$ cat config.mk
export PLATFORM = sky130hd
export DESIGN_NAME = imu_complementary_attitude_filter
export DESIGN_NICKNAME = d
export VERILOG_FILES = /design/src/hw/rtl/imucf_pkg.sv /design/src/hw/rtl/imucf_req_queue.sv /design/src/hw/rtl/imucf_cordic.sv /design/src/hw/rtl/imucf_engine.sv /design/src/hw/rtl/imu_complementary_attitude_filter.sv
export SDC_FILE = /design/constraint.sdc
export NUM_CORES = 2
export LEC_CHECK = 0
export BUFFER_PORTS_ARGS = -buffer_cell sky130_fd_sc_hd__buf_2
export CAP_MARGIN = 20
export CORE_MARGIN = 8
export CORE_UTILIZATION = 25
export DETAILED_ROUTE_END_ITERATION = 10
export PLACE_DENSITY = 0.36
export SLEW_MARGIN = 30
export SYNTH_ARGS = -nofsm -noshare
export SYNTH_HDL_FRONTEND = slang
export SYNTH_SLANG_ARGS = --single-unit
$ cat constraint.sdc
create_clock -name clock -period 39.6 [get_ports clock]
set_clock_uncertainty 0.15 [all_clocks]
set_input_delay 3.96 -clock clock [delete_from_list [all_inputs] [get_ports clock]]
set_output_delay 3.96 -clock clock [all_outputs]
set_load 0.02 [all_outputs]
$ cat src/hw/rtl/imucf_pkg.sv
package imucf_pkg;

   // one raw sensor sample
   typedef struct packed {
      logic signed [15:0] accel_x;
      logic signed [15:0] accel_y;
      logic signed [15:0] accel_z;
      logic signed [15:0] gyro_x;
      logic signed [15:0] gyro_y;
      logic signed [15:0] gyro_z;
   } req_type;

   // one filtered attitude result
   typedef struct packed {
      logic [15:0] roll_centideg;
      logic [15:0] pitch_centideg;
      logic [15:0] yaw_centideg;
   } rsp_type;

   // configuration register values
   typedef struct packed {
      logic [15:0] blend_alpha_q15;
      logic [15:0] gyro_step_gain;
   } cfg_type;

   // request to the cordic unit: raw vector, scaled inside
   typedef struct packed {
      logic               start;
      logic signed [17:0] y;
      logic signed [17:0] x;
   } cordic_req_type;

   // cordic result, one turn is 2^32
   typedef struct packed {
      logic        done;
      logic [31:0] z;
   } cordic_rsp_type;

   // register indexes
   localparam logic [1:0] CSR_ALPHA = 2'd0;
   localparam logic [1:0] CSR_GAIN  = 2'd1;

   localparam logic [15:0] ALPHA_ONE   = 16'd32768;
   localparam logic [15:0] ALPHA_RESET = 16'd32113;
   localparam logic [15:0] GAIN_RESET  = 16'd910;
   localparam int          ATAN_LEN    = 24;

   // atan(2^-i) with one turn = 2^32
   function automatic logic [31:0] atan_turn32(input logic [4:0] i);
      logic [31:0] v;
      unique case (i)
         5'd0:  v = 32'd536870912;
         5'd1:  v = 32'd316933406;
         5'd2:  v = 32'd167458907;
         5'd3:  v = 32'd85004756;
         5'd4:  v = 32'd42667331;
         5'd5:  v = 32'd21354465;
         5'd6:  v = 32'd10680862;
         5'd7:  v = 32'd5340245;
         5'd8:  v = 32'd2670163;
         5'd9:  v = 32'd1335087;
         5'd10: v = 32'd667544;
         5'd11: v = 32'd333772;
         5'd12: v = 32'd166886;
         5'd13: v = 32'd83443;
         5'd14: v = 32'd41722;
         5'd15: v = 32'd20861;
         5'd16: v = 32'd10430;
         5'd17: v = 32'd5215;
         5'd18: v = 32'd2608;
         5'd19: v = 32'd1304;
         5'd20: v = 32'd652;
         5'd21: v = 32'd326;
         5'd22: v = 32'd163;
         5'd23: v = 32'd81;
         default: v = 32'd0;
      endcase
      return v;
   endfunction

endpackage

$ cat src/hw/rtl/imucf_req_queue.sv
module imucf_req_queue (
   input  logic              clock,
   input  logic              reset,
   input  logic              push,
   input  imucf_pkg::req_type push_item,
   output logic              full,
   input  logic              pop,
   output imucf_pkg::req_type head,
   output logic              empty
);
   import imucf_pkg::*;

   req_type     mem_ff [2];
   logic        wr_ptr_ff, wr_ptr_in;
   logic        rd_ptr_ff, rd_ptr_in;
   logic [1:0]  count_ff, count_in;
   logic        do_push, do_pop;

   assign full    = (count_ff == 2'd2);
   assign empty   = (count_ff == 2'd0);
   assign head    = mem_ff[rd_ptr_ff];
   assign do_push = push && !full;
   assign do_pop  = pop && !empty;

   // pointer and count update
   always_comb begin
      wr_ptr_in = do_push ? !wr_ptr_ff : wr_ptr_ff;
      rd_ptr_in = do_pop ? !rd_ptr_ff : rd_ptr_ff;
      count_in  = count_ff;
      if (do_push && !do_pop) begin
         count_in = count_ff + 2'd1;
      end else if (do_pop && !do_push) begin
         count_in = count_ff - 2'd1;
      end
   end

   always_ff @(posedge clock) begin
      if (reset) begin
         wr_ptr_ff <= 1'b0;
         rd_ptr_ff <= 1'b0;
         count_ff  <= 2'd0;
      end else begin
         wr_ptr_ff <= wr_ptr_in;
         rd_ptr_ff <= rd_ptr_in;
         count_ff  <= count_in;
      end
   end

   // entry storage
   always_ff @(posedge clock) begin
      if (do_push) begin
         mem_ff[wr_ptr_ff] <= push_item;
      end
   end

endmodule

$ cat src/hw/rtl/imucf_cordic.sv
module imucf_cordic #(
   parameter int CORDIC_STEPS = 16
) (
   input  logic                      clock,
   input  logic                      reset,
   input  imucf_pkg::cordic_req_type req,
   output imucf_pkg::cordic_rsp_type rsp
);
   import imucf_pkg::*;

   localparam int N  = (CORDIC_STEPS < ATAN_LEN) ? CORDIC_STEPS : ATAN_LEN;
   localparam int CW = $clog2(N);

   logic               busy_ff, busy_in;
   logic               done_ff, done_in;
   logic signed [43:0] x_ff, x_in;
   logic signed [43:0] y_ff, y_in;
   logic [31:0]        z_ff, z_in;
   logic [CW-1:0]      step_ff, step_in;

   logic signed [43:0] xs, ys, dx, dy;
   logic [31:0]        ang;

   assign xs  = 44'(req.x) <<< 24;
   assign ys  = 44'(req.y) <<< 24;
   assign dx  = y_ff >>> step_ff;
   assign dy  = x_ff >>> step_ff;
   assign ang = atan_turn32(5'(step_ff));

   assign rsp.done = done_ff;
   assign rsp.z    = z_ff;

   // pre-rotation on start, then one micro-rotation per cycle
   always_comb begin
      busy_in = busy_ff;
      done_in = 1'b0;
      x_in    = x_ff;
      y_in    = y_ff;
      z_in    = z_ff;
      step_in = step_ff;
      if (!busy_ff) begin
         if (req.start) begin
            step_in = '0;
            if (req.x == 18'sd0 && req.y == 18'sd0) begin
               z_in    = 32'd0;
               done_in = 1'b1;
            end else begin
               busy_in = 1'b1;
               if (req.x < 0) begin
                  if (req.y >= 0) begin
                     x_in = ys;
                     y_in = -xs;
                     z_in = 32'h4000_0000;
                  end else begin
                     x_in = -ys;
                     y_in = xs;
                     z_in = 32'hC000_0000;
                  end
               end else begin
                  x_in = xs;
                  y_in = ys;
                  z_in = 32'd0;
               end
            end
         end
      end else begin
         if (y_ff >= 0) begin
            x_in = x_ff + dx;
            y_in = y_ff - dy;
            z_in = z_ff + ang;
         end else begin
            x_in = x_ff - dx;
            y_in = y_ff + dy;
            z_in = z_ff - ang;
         end
         step_in = step_ff + 1'b1;
         if (step_ff == CW'(N - 1)) begin
            busy_in = 1'b0;
            done_in = 1'b1;
         end
      end
   end

   always_ff @(posedge clock) begin
      if (reset) begin
         busy_ff <= 1'b0;
         done_ff <= 1'b0;
      end else begin
         busy_ff <= busy_in;
         done_ff <= done_in;
      end
   end

   always_ff @(posedge clock) begin
      x_ff    <= x_in;
      y_ff    <= y_in;
      z_ff    <= z_in;
      step_ff <= step_in;
   end

endmodule

$ cat src/hw/rtl/imucf_engine.sv
module imucf_engine #(
   parameter int CORDIC_STEPS        = 16,
   parameter int ANGLE_FRACTION_BITS = 16
) (
   input  logic               clock,
   input  logic               reset,
   input  imucf_pkg::cfg_type cfg,
   input  imucf_pkg::req_type head,
   input  logic               head_empty,
   output logic               head_pop,
   output logic               rsp_empty,
   input  logic               rsp_pop,
   output imucf_pkg::rsp_type rsp_item
);
   import imucf_pkg::*;

   localparam int F  = ANGLE_FRACTION_BITS;
   localparam int PW = F + 17;

   localparam logic [4:0] ST_IDLE       = 5'd0;
   localparam logic [4:0] ST_SQ_Y       = 5'd1;
   localparam logic [4:0] ST_SQ_Z       = 5'd2;
   localparam logic [4:0] ST_SQRT       = 5'd3;
   localparam logic [4:0] ST_ROLL_GO    = 5'd4;
   localparam logic [4:0] ST_ROLL_WAIT  = 5'd5;
   localparam logic [4:0] ST_PITCH_GO   = 5'd6;
   localparam logic [4:0] ST_PITCH_WAIT = 5'd7;
   localparam logic [4:0] ST_PROP_R     = 5'd8;
   localparam logic [4:0] ST_PROP_P     = 5'd9;
   localparam logic [4:0] ST_PROP_Y     = 5'd10;
   localparam logic [4:0] ST_BLEND_R    = 5'd11;
   localparam logic [4:0] ST_BLEND_P    = 5'd12;
   localparam logic [4:0] ST_CD_R       = 5'd13;
   localparam logic [4:0] ST_CD_P       = 5'd14;
   localparam logic [4:0] ST_CD_Y       = 5'd15;
   localparam logic [4:0] ST_OUT        = 5'd16;

   logic [4:0]   state_ff, state_in;
   req_type      item_ff, item_in;
   logic [31:0]  v_ff, v_in;
   logic [31:0]  r_ff, r_in;
   logic [3:0]   k_ff, k_in;
   logic [F-1:0] meas_r_ff, meas_r_in;
   logic [F-1:0] meas_p_ff, meas_p_in;
   logic [F-1:0] prop_r_ff, prop_r_in;
   logic [F-1:0] prop_p_ff, prop_p_in;
   logic [F-1:0] roll_ff, roll_in;
   logic [F-1:0] pitch_ff, pitch_in;
   logic [F-1:0] yaw_ff, yaw_in;
   logic [15:0]  cd_r_ff, cd_r_in;
   logic [15:0]  cd_p_ff, cd_p_in;
   logic [15:0]  cd_y_ff, cd_y_in;
   logic         rsp_valid_ff, rsp_valid_in;
   rsp_type      rsp_ff, rsp_in;

   cordic_req_type creq;
   cordic_rsp_type crsp;

   imucf_cordic #(
      .CORDIC_STEPS(CORDIC_STEPS)
   ) u_cordic (
      .clock(clock),
      .reset(reset),
      .req  (creq),
      .rsp  (crsp)
   );

   // squaring multiplier
   logic signed [15:0] sq_op;
   logic signed [31:0] sq_prod;
   assign sq_op   = (state_ff == ST_SQ_Y) ? item_ff.accel_y : item_ff.accel_z;
   assign sq_prod = sq_op * sq_op;

   // square root digit step
   logic [31:0] bitv, rb;
   assign bitv = 32'd1 << (5'd30 - {k_ff, 1'b0});
   assign rb   = r_ff + bitv;

   // cordic angle rounded to the binary angle width
   logic [31:0]  z_round;
   logic [F-1:0] z_meas;
   assign z_round = crsp.z + (32'd1 << (31 - F));
   assign z_meas  = z_round[31 -: F];

   // gyro propagation multiplier
   logic [F-1:0]       pg_angle;
   logic signed [15:0] pg_rate;
   logic signed [32:0] pg_prod;
   logic [F-1:0]       pg_new;
   always_comb begin
      case (state_ff)
         ST_PROP_R: begin
            pg_angle = roll_ff;
            pg_rate  = item_ff.gyro_x;
         end
         ST_PROP_P: begin
            pg_angle = pitch_ff;
            pg_rate  = item_ff.gyro_y;
         end
         default: begin
            pg_angle = yaw_ff;
            pg_rate  = item_ff.gyro_z;
         end
      endcase
   end
   assign pg_prod = pg_rate * $signed({1'b0, cfg.gyro_step_gain});
   assign pg_new  = pg_angle + pg_prod[F-1:0];

   // blend on the wrapped difference
   logic [15:0]          alpha_sat, w;
   logic [F-1:0]         bl_prop, bl_meas, bl_diff, bl_new;
   logic signed [PW-1:0] bl_prod, bl_sum, bl_corr;
   assign alpha_sat = (cfg.blend_alpha_q15 > ALPHA_ONE) ? ALPHA_ONE : cfg.blend_alpha_q15;
   assign w         = ALPHA_ONE - alpha_sat;
   assign bl_prop   = (state_ff == ST_BLEND_R) ? prop_r_ff : prop_p_ff;
   assign bl_meas   = (state_ff == ST_BLEND_R) ? meas_r_ff : meas_p_ff;
   assign bl_diff   = bl_meas - bl_prop;
   assign bl_prod   = $signed(bl_diff) * $signed({1'b0, w});
   assign bl_sum    = bl_prod + $signed(PW'(16384));
   assign bl_corr   = bl_sum >>> 15;
   assign bl_new    = bl_prop + bl_corr[F-1:0];

   // centidegree conversion
   logic [F-1:0]  cd_src;
   logic [PW-1:0] cd_sum;
   logic [16:0]   cd_raw;
   logic [15:0]   cd_val;
   always_comb begin
      case (state_ff)
         ST_CD_R: cd_src = roll_ff;
         ST_CD_P: cd_src = pitch_ff;
         default: cd_src = yaw_ff;
      endcase
   end
   assign cd_sum = PW'(cd_src) * PW'(36000) + (PW'(1) << (F - 1));
   assign cd_raw = cd_sum[F +: 17];
   assign cd_val = (cd_raw >= 17'd36000) ? 16'd0 : cd_raw[15:0];

   assign head_pop  = (state_ff == ST_IDLE) && !head_empty;
   assign rsp_empty = !rsp_valid_ff;
   assign rsp_item  = rsp_ff;

   // sequencer
   always_comb begin
      state_in     = state_ff;
      item_in      = item_ff;
      v_in         = v_ff;
      r_in         = r_ff;
      k_in         = k_ff;
      meas_r_in    = meas_r_ff;
      meas_p_in    = meas_p_ff;
      prop_r_in    = prop_r_ff;
      prop_p_in    = prop_p_ff;
      roll_in      = roll_ff;
      pitch_in     = pitch_ff;
      yaw_in       = yaw_ff;
      cd_r_in      = cd_r_ff;
      cd_p_in      = cd_p_ff;
      cd_y_in      = cd_y_ff;
      rsp_in       = rsp_ff;
      rsp_valid_in = rsp_valid_ff && !rsp_pop;
      creq.start   = 1'b0;
      creq.y       = 18'(item_ff.accel_y);
      creq.x       = 18'(item_ff.accel_z);
      unique case (state_ff)
         ST_IDLE: begin
            if (!head_empty) begin
               item_in  = head;
               state_in = ST_SQ_Y;
            end
         end
         ST_SQ_Y: begin
            v_in     = $unsigned(sq_prod);
            state_in = ST_SQ_Z;
         end
         ST_SQ_Z: begin
            v_in     = v_ff + $unsigned(sq_prod);
            r_in     = 32'd0;
            k_in     = 4'd0;
            state_in = ST_SQRT;
         end
         ST_SQRT: begin
            if (v_ff >= rb) begin
               v_in = v_ff - rb;
               r_in = (r_ff >> 1) + bitv;
            end else begin
               r_in = r_ff >> 1;
            end
            k_in = k_ff + 4'd1;
            if (k_ff == 4'd15) begin
               state_in = ST_ROLL_GO;
            end
         end
         ST_ROLL_GO: begin
            creq.start = 1'b1;
            state_in   = ST_ROLL_WAIT;
         end
         ST_ROLL_WAIT: begin
            if (crsp.done) begin
               meas_r_in = z_meas;
               state_in  = ST_PITCH_GO;
            end
         end
         ST_PITCH_GO: begin
            creq.start = 1'b1;
            creq.y     = 18'sd0 - 18'(item_ff.accel_x);
            creq.x     = {2'b00, r_ff[15:0]};
            state_in   = ST_PITCH_WAIT;
         end
         ST_PITCH_WAIT: begin
            if (crsp.done) begin
               meas_p_in = z_meas;
               state_in  = ST_PROP_R;
            end
         end
         ST_PROP_R: begin
            prop_r_in = pg_new;
            state_in  = ST_PROP_P;
         end
         ST_PROP_P: begin
            prop_p_in = pg_new;
            state_in  = ST_PROP_Y;
         end
         ST_PROP_Y: begin
            yaw_in   = pg_new;
            state_in = ST_BLEND_R;
         end
         ST_BLEND_R: begin
            roll_in  = bl_new;
            state_in = ST_BLEND_P;
         end
         ST_BLEND_P: begin
            pitch_in = bl_new;
            state_in = ST_CD_R;
         end
         ST_CD_R: begin
            cd_r_in  = cd_val;
            state_in = ST_CD_P;
         end
         ST_CD_P: begin
            cd_p_in  = cd_val;
            state_in = ST_CD_Y;
         end
         ST_CD_Y: begin
            cd_y_in  = cd_val;
            state_in = ST_OUT;
         end
         ST_OUT: begin
            if (!rsp_valid_ff) begin
               rsp_in.roll_centideg  = cd_r_ff;
               rsp_in.pitch_centideg = cd_p_ff;
               rsp_in.yaw_centideg   = cd_y_ff;
               rsp_valid_in          = 1'b1;
               state_in              = ST_IDLE;
            end
         end
         default: begin
            state_in = ST_IDLE;
         end
      endcase
   end

   // control and filter state
   always_ff @(posedge clock) begin
      if (reset) begin
         state_ff     <= ST_IDLE;
         rsp_valid_ff <= 1'b0;
         roll_ff      <= '0;
         pitch_ff     <= '0;
         yaw_ff       <= '0;
      end else begin
         state_ff     <= state_in;
         rsp_valid_ff <= rsp_valid_in;
         roll_ff      <= roll_in;
         pitch_ff     <= pitch_in;
         yaw_ff       <= yaw_in;
      end
   end

   // working payload
   always_ff @(posedge clock) begin
      item_ff   <= item_in;
      v_ff      <= v_in;
      r_ff      <= r_in;
      k_ff      <= k_in;
      meas_r_ff <= meas_r_in;
      meas_p_ff <= meas_p_in;
      prop_r_ff <= prop_r_in;
      prop_p_ff <= prop_p_in;
      cd_r_ff   <= cd_r_in;
      cd_p_ff   <= cd_p_in;
      cd_y_ff   <= cd_y_in;
      rsp_ff    <= rsp_in;
   end

endmodule

$ cat src/hw/rtl/imu_complementary_attitude_filter.sv
// processing time is set by the 16-step square root and two passes of the shared iterative
// cordic, and is shorter when an accelerometer vector is zero
// samples are processed one at a time; a two-entry input queue and a
// result register let either side stall on its own
// reset: synchronous, clears angles to zero and sets alpha 32113, gain 910
module imu_complementary_attitude_filter #(
   parameter int CORDIC_STEPS        = 16,
   parameter int ANGLE_FRACTION_BITS = 16
) (
   input  logic               clock,
   input  logic               reset,
   input  logic               req_push,
   input  imucf_pkg::req_type req_item,
   output logic               req_full,
   output logic               rsp_empty,
   input  logic               rsp_pop,
   output imucf_pkg::rsp_type rsp_item,
   input  logic               csr_we,
   input  logic [1:0]         csr_index,
   input  logic [15:0]        csr_wdata
);
   import imucf_pkg::*;

   cfg_type cfg_ff, cfg_in;
   req_type head;
   logic    head_empty, head_pop;

   // configuration registers
   always_comb begin
      cfg_in = cfg_ff;
      if (csr_we) begin
         case (csr_index)
            CSR_ALPHA: cfg_in.blend_alpha_q15 = csr_wdata;
            CSR_GAIN:  cfg_in.gyro_step_gain  = csr_wdata;
            default:   cfg_in = cfg_ff;
         endcase
      end
   end

   always_ff @(posedge clock) begin
      if (reset) begin
         cfg_ff.blend_alpha_q15 <= ALPHA_RESET;
         cfg_ff.gyro_step_gain  <= GAIN_RESET;
      end else begin
         cfg_ff <= cfg_in;
      end
   end

   // front: sample queue
   imucf_req_queue u_queue (
      .clock    (clock),
      .reset    (reset),
      .push     (req_push),
      .push_item(req_item),
      .full     (req_full),
      .pop      (head_pop),
      .head     (head),
      .empty    (head_empty)
   );

   // back: filter engine
   imucf_engine #(
      .CORDIC_STEPS       (CORDIC_STEPS),
      .ANGLE_FRACTION_BITS(ANGLE_FRACTION_BITS)
   ) u_engine (
      .clock     (clock),
      .reset     (reset),
      .cfg       (cfg_ff),
      .head      (head),
      .head_empty(head_empty),
      .head_pop  (head_pop),
      .rsp_empty (rsp_empty),
      .rsp_pop   (rsp_pop),
      .rsp_item  (rsp_item)
   );

endmodule
==> summary.log <==
qor: run_status.run_status finished clean
qor: routing.drt_pre_antenna_iters 6
qor: layout.layout-drive-gt1-share 9.77%
qor: global_route.met3_usage 1.58%
qor: floorplanning.io_pins 169
qor: clocking.numClockSinks 762
qor: worst_hold_path.timing.hold.worst.class flip-flop to flip-flop
qor: setup_path.cp_num_buf_inv 6
qor: routing.wl_per_cell 20.5 um
qor: placement.detailedPlacementHpwl 190 mm
qor: floorplanning.die_area 315000 um2
qor: timing.timing.max_slew.rel_slack 34.7%
qor: setup_path.crit_path_top_delay_cell fa_1
qor: timing.drv_slew 0
qor: clocking.clkLatencyLatePin 850 ps
qor: floorplanning.floorplan.die.width 561 um
qor: synthesis.ys_async_sr_fraction 0%
qor: layout.post_layout_nonfiller_instances 11800
qor: placement.io_buffers 168
qor: clocking.cts_setup_buffers 0
qor: timing.fin_tns_setup 0 ps
qor: clocking.maximum_count_of_clock_buffers_along_a_single_path 4
qor: synthesis.synth_warnings 0
qor: synthesis.yosysTopAreaCell edfxtp_1
qor: placement.placedCellCount 11600
qor: floorplanning.design.core.area 296000 um2
qor: layout.layout.filler_cells 31400
qor: floorplanning.fp-row-count 200
qor: setup_path.worstPathMaxFanout 57
qor: flow_run.cap_viol_max_count 0
qor: timing.final.min_clock_period 13610 ps
qor: synthesis.synth_top_cells_by_count inv_1 (912), nand2_1 (832), edfxtp_1 (640)
qor: floorplanning.dieHeight 561 um
qor: synthesis.synth.net_count 8965
qor: clocking.h-tree-depth 3
qor: synthesis.synth_enable_flop_cells 640
qor: synthesis.syn_area 74300 um2
qor: layout.area_overhead_vs_synth 12.4%
qor: clocking.cts.reportedPaths.clkPinSlew 70 ps
qor: clocking.cts_tree done
qor: synthesis.synth_top_cells_by_area edfxtp_1 (26%), fa_1 (15%), ha_1 (10%), inv_1 (4.6%), nand2_1 (4.2%)
qor: setup_path.path_common_cell fa_1
qor: timing.timing.final.hold_violations 0
qor: timing.grt_setup_unrepaired false
qor: setup_path.critPathCaptureType flip-flop
qor: clocking.cts_root_buffer clkbuf_16
qor: setup_path.worstSetupPathType flip-flop to flip-flop
qor: global_route.globalRoute.busiestLayer met2
qor: synthesis.post-synth-top-count-cell inv_1
qor: routing.initialDrtViolationCount 3019
qor: synthesis.synth.yosys.seq_area_share 29.2%
qor: global_route.via_count_of_the_first_global_routing_pass 58000
qor: layout.design.final.nets 9071
qor: timing.finalCritPeriodShare 34.4%
qor: timing.timing.fmax 0.0735 GHz
qor: synthesis.syn-mean-instance-area 9.69 um2
qor: routing.route.final.wire_length 241 mm
qor: global_route.grt_antenna_before_repair 34
qor: timing.max_slew.worst_pin.slew 974 ps
qor: global_route.grt_use_met2 25.6%
qor: setup_path.critPathMaxStageDelay 570 ps
qor: global_route.grt_start_max_net_pins 99
qor: clocking.tritoncts.num_buffers 105
qor: clocking.postCtsResizedCells 0
qor: placement.pre_cts_ws 25830 ps
qor: placement.gpl.final_weighted_congestion 0.834
qor: clocking.postCtsHoldBufs 0
qor: setup_path.crit_path_start_kind flip-flop
qor: synthesis.synthDominantCellAreaShare 25.9%
qor: routing.via_per_inst 4.71
qor: setup_path.worstPathRequired 40180 ps
qor: synthesis.yosys_register_bits 762
qor: floorplanning.floorplan.initialDensity 25.1%
qor: timing.layout_setup_ws 25990 ps
qor: routing.drcViolationCount 0
qor: global_route.use_met1 20.3%
qor: global_route.grt_pass1_wl 367 mm
qor: routing.dr_total_vias 55600
qor: setup_path.arrival_time_reported_for_the_critical_path_endpoint 14190 ps
qor: synthesis.ys_types 94
qor: routing.drtAntennaViolNets 0
qor: global_route.track_usage 15.0%
qor: global_route.globalRoute.totalOverflow 0
qor: timing.final-setup-viol-count 0
qor: synthesis.synthCells 7664
qor: synthesis.ys.flop_type edfxtp_1
qor: setup_path.timing.critical_path.max_delay_family compound AO/OA/AOI/OAI gates
-- per-layer routing --
metal	share of wire, %	vias up
met5	0	-
met3	3.2	278
li1	-	26700
met2	47	960
met4	2.6	0
met1	47	27600
-- cells by family (layout without fill, tap and decap cells) --
| kind of cell | count (synthesis) | in the layout | synth area share, % |
|---|---|---|---|
| flip-flops | 762 | 762 | 29.2 |
| XOR/XNOR | 530 | 530 | 6.29 |
| AND/OR/NAND/NOR | 2229 | 2229 | 13.7 |
| multiplexers | 372 | 372 | 7.08 |
| AO/OA/AOI/OAI | 1382 | 1382 | 11.9 |
| buffers and inverters | 1206 | 1396 | 6.18 |
| adder cells (fa/ha/maj) | 1183 | 1183 | 25.6 |
| other | 0 | 7 | 0 |
-- cells in the final DEF (no fill, tap or decap), drive strengths merged, types with 192 or more instances in the layout --
| cell | count |
|---|---|
| a21oi | 418 |
| buf | 284 |
| edfxtp | 640 |
| fa | 563 |
| ha | 619 |
| inv | 916 |
| nand2 | 832 |
| nor2 | 618 |
| o21ai | 268 |
| xnor2 | 336 |
| xor2 | 192 |
-- area by class of cell --
cell class,instances,area (um2),area share [%]
inverters,921,3460,4.14
repair buffers,284,1770,2.11
clock buffers,139,2930,3.51
diodes,7,17.5,0.0210
clock inverters,52,498,0.596
multi-input cells,5696,48200,57.8
flip-flops and latches,762,21700,26.0
well taps,3939,4930,5.90
-- registers in the layout, summed over array words and instances (netlist names), 2 cells and up --
| register | flops |
|---|---|
| u_engine.v_ff | 32 |
| u_engine.u_cordic.ang | 30 |
| u_engine.pitch_ff | 16 |
| u_engine.u_cordic.step_ff | 4 |
| u_engine.roll_ff | 16 |
| u_engine.meas_r_ff | 16 |
| u_engine.u_cordic.x_ff | 44 |
| u_engine.r_ff | 32 |
| u_engine.prop_r_ff | 16 |
| u_engine.u_cordic.y_ff | 44 |
| u_engine.state_ff | 5 |
| u_engine.item_ff | 96 |
| u_engine.prop_p_ff | 16 |
| u_queue.count_ff | 2 |
| u_engine.meas_p_ff | 16 |
| cfg_ff | 32 |
| u_queue.mem_ff | 192 |
| u_engine.yaw_ff | 16 |
| u_engine.u_cordic.z_ff | 32 |
| u_engine.k_ff | 4 |
| u_engine.cd_y_ff | 16 |
| u_engine.cd_r_ff | 16 |
| u_engine.cd_p_ff | 16 |
| u_engine.rsp_item | 48 |
-- stage by stage --
| stage | hold slack (ps) | cell area, um2 | util [%] |
|---|---|---|---|
| 2_1_floorplan | 250 | 74300 | - |
| 3_3_place_gp | 253 | 79900 | 27.0 |
| 3_5_place_dp | 255 | 80000 | 27.0 |
| 4_1_cts | 264 | 83400 | 28.2 |
| 5_1_grt | 270 | 83500 | 28.2 |
| 6_report | 264 | 83500 | 28.2 |
-- final timing paths --
kind	slack [ps]	start	endpoint	depth (start not counted)
setup / recovery	25990	u_engine.state_ff[1]	u_engine.roll_ff[15]	44
hold / removal	260	u_engine.cd_p_ff[15]	u_engine.rsp_item[31]	0
setup reg to reg	25990	u_engine.state_ff[1]	u_engine.roll_ff[15]	44
hold reg to reg	260	u_engine.cd_p_ff[15]	u_engine.rsp_item[31]	0
Power is left out: the tool's default activity adds up to more than one toggle a clock period on the data nets, which glitch-free logic cannot reach.
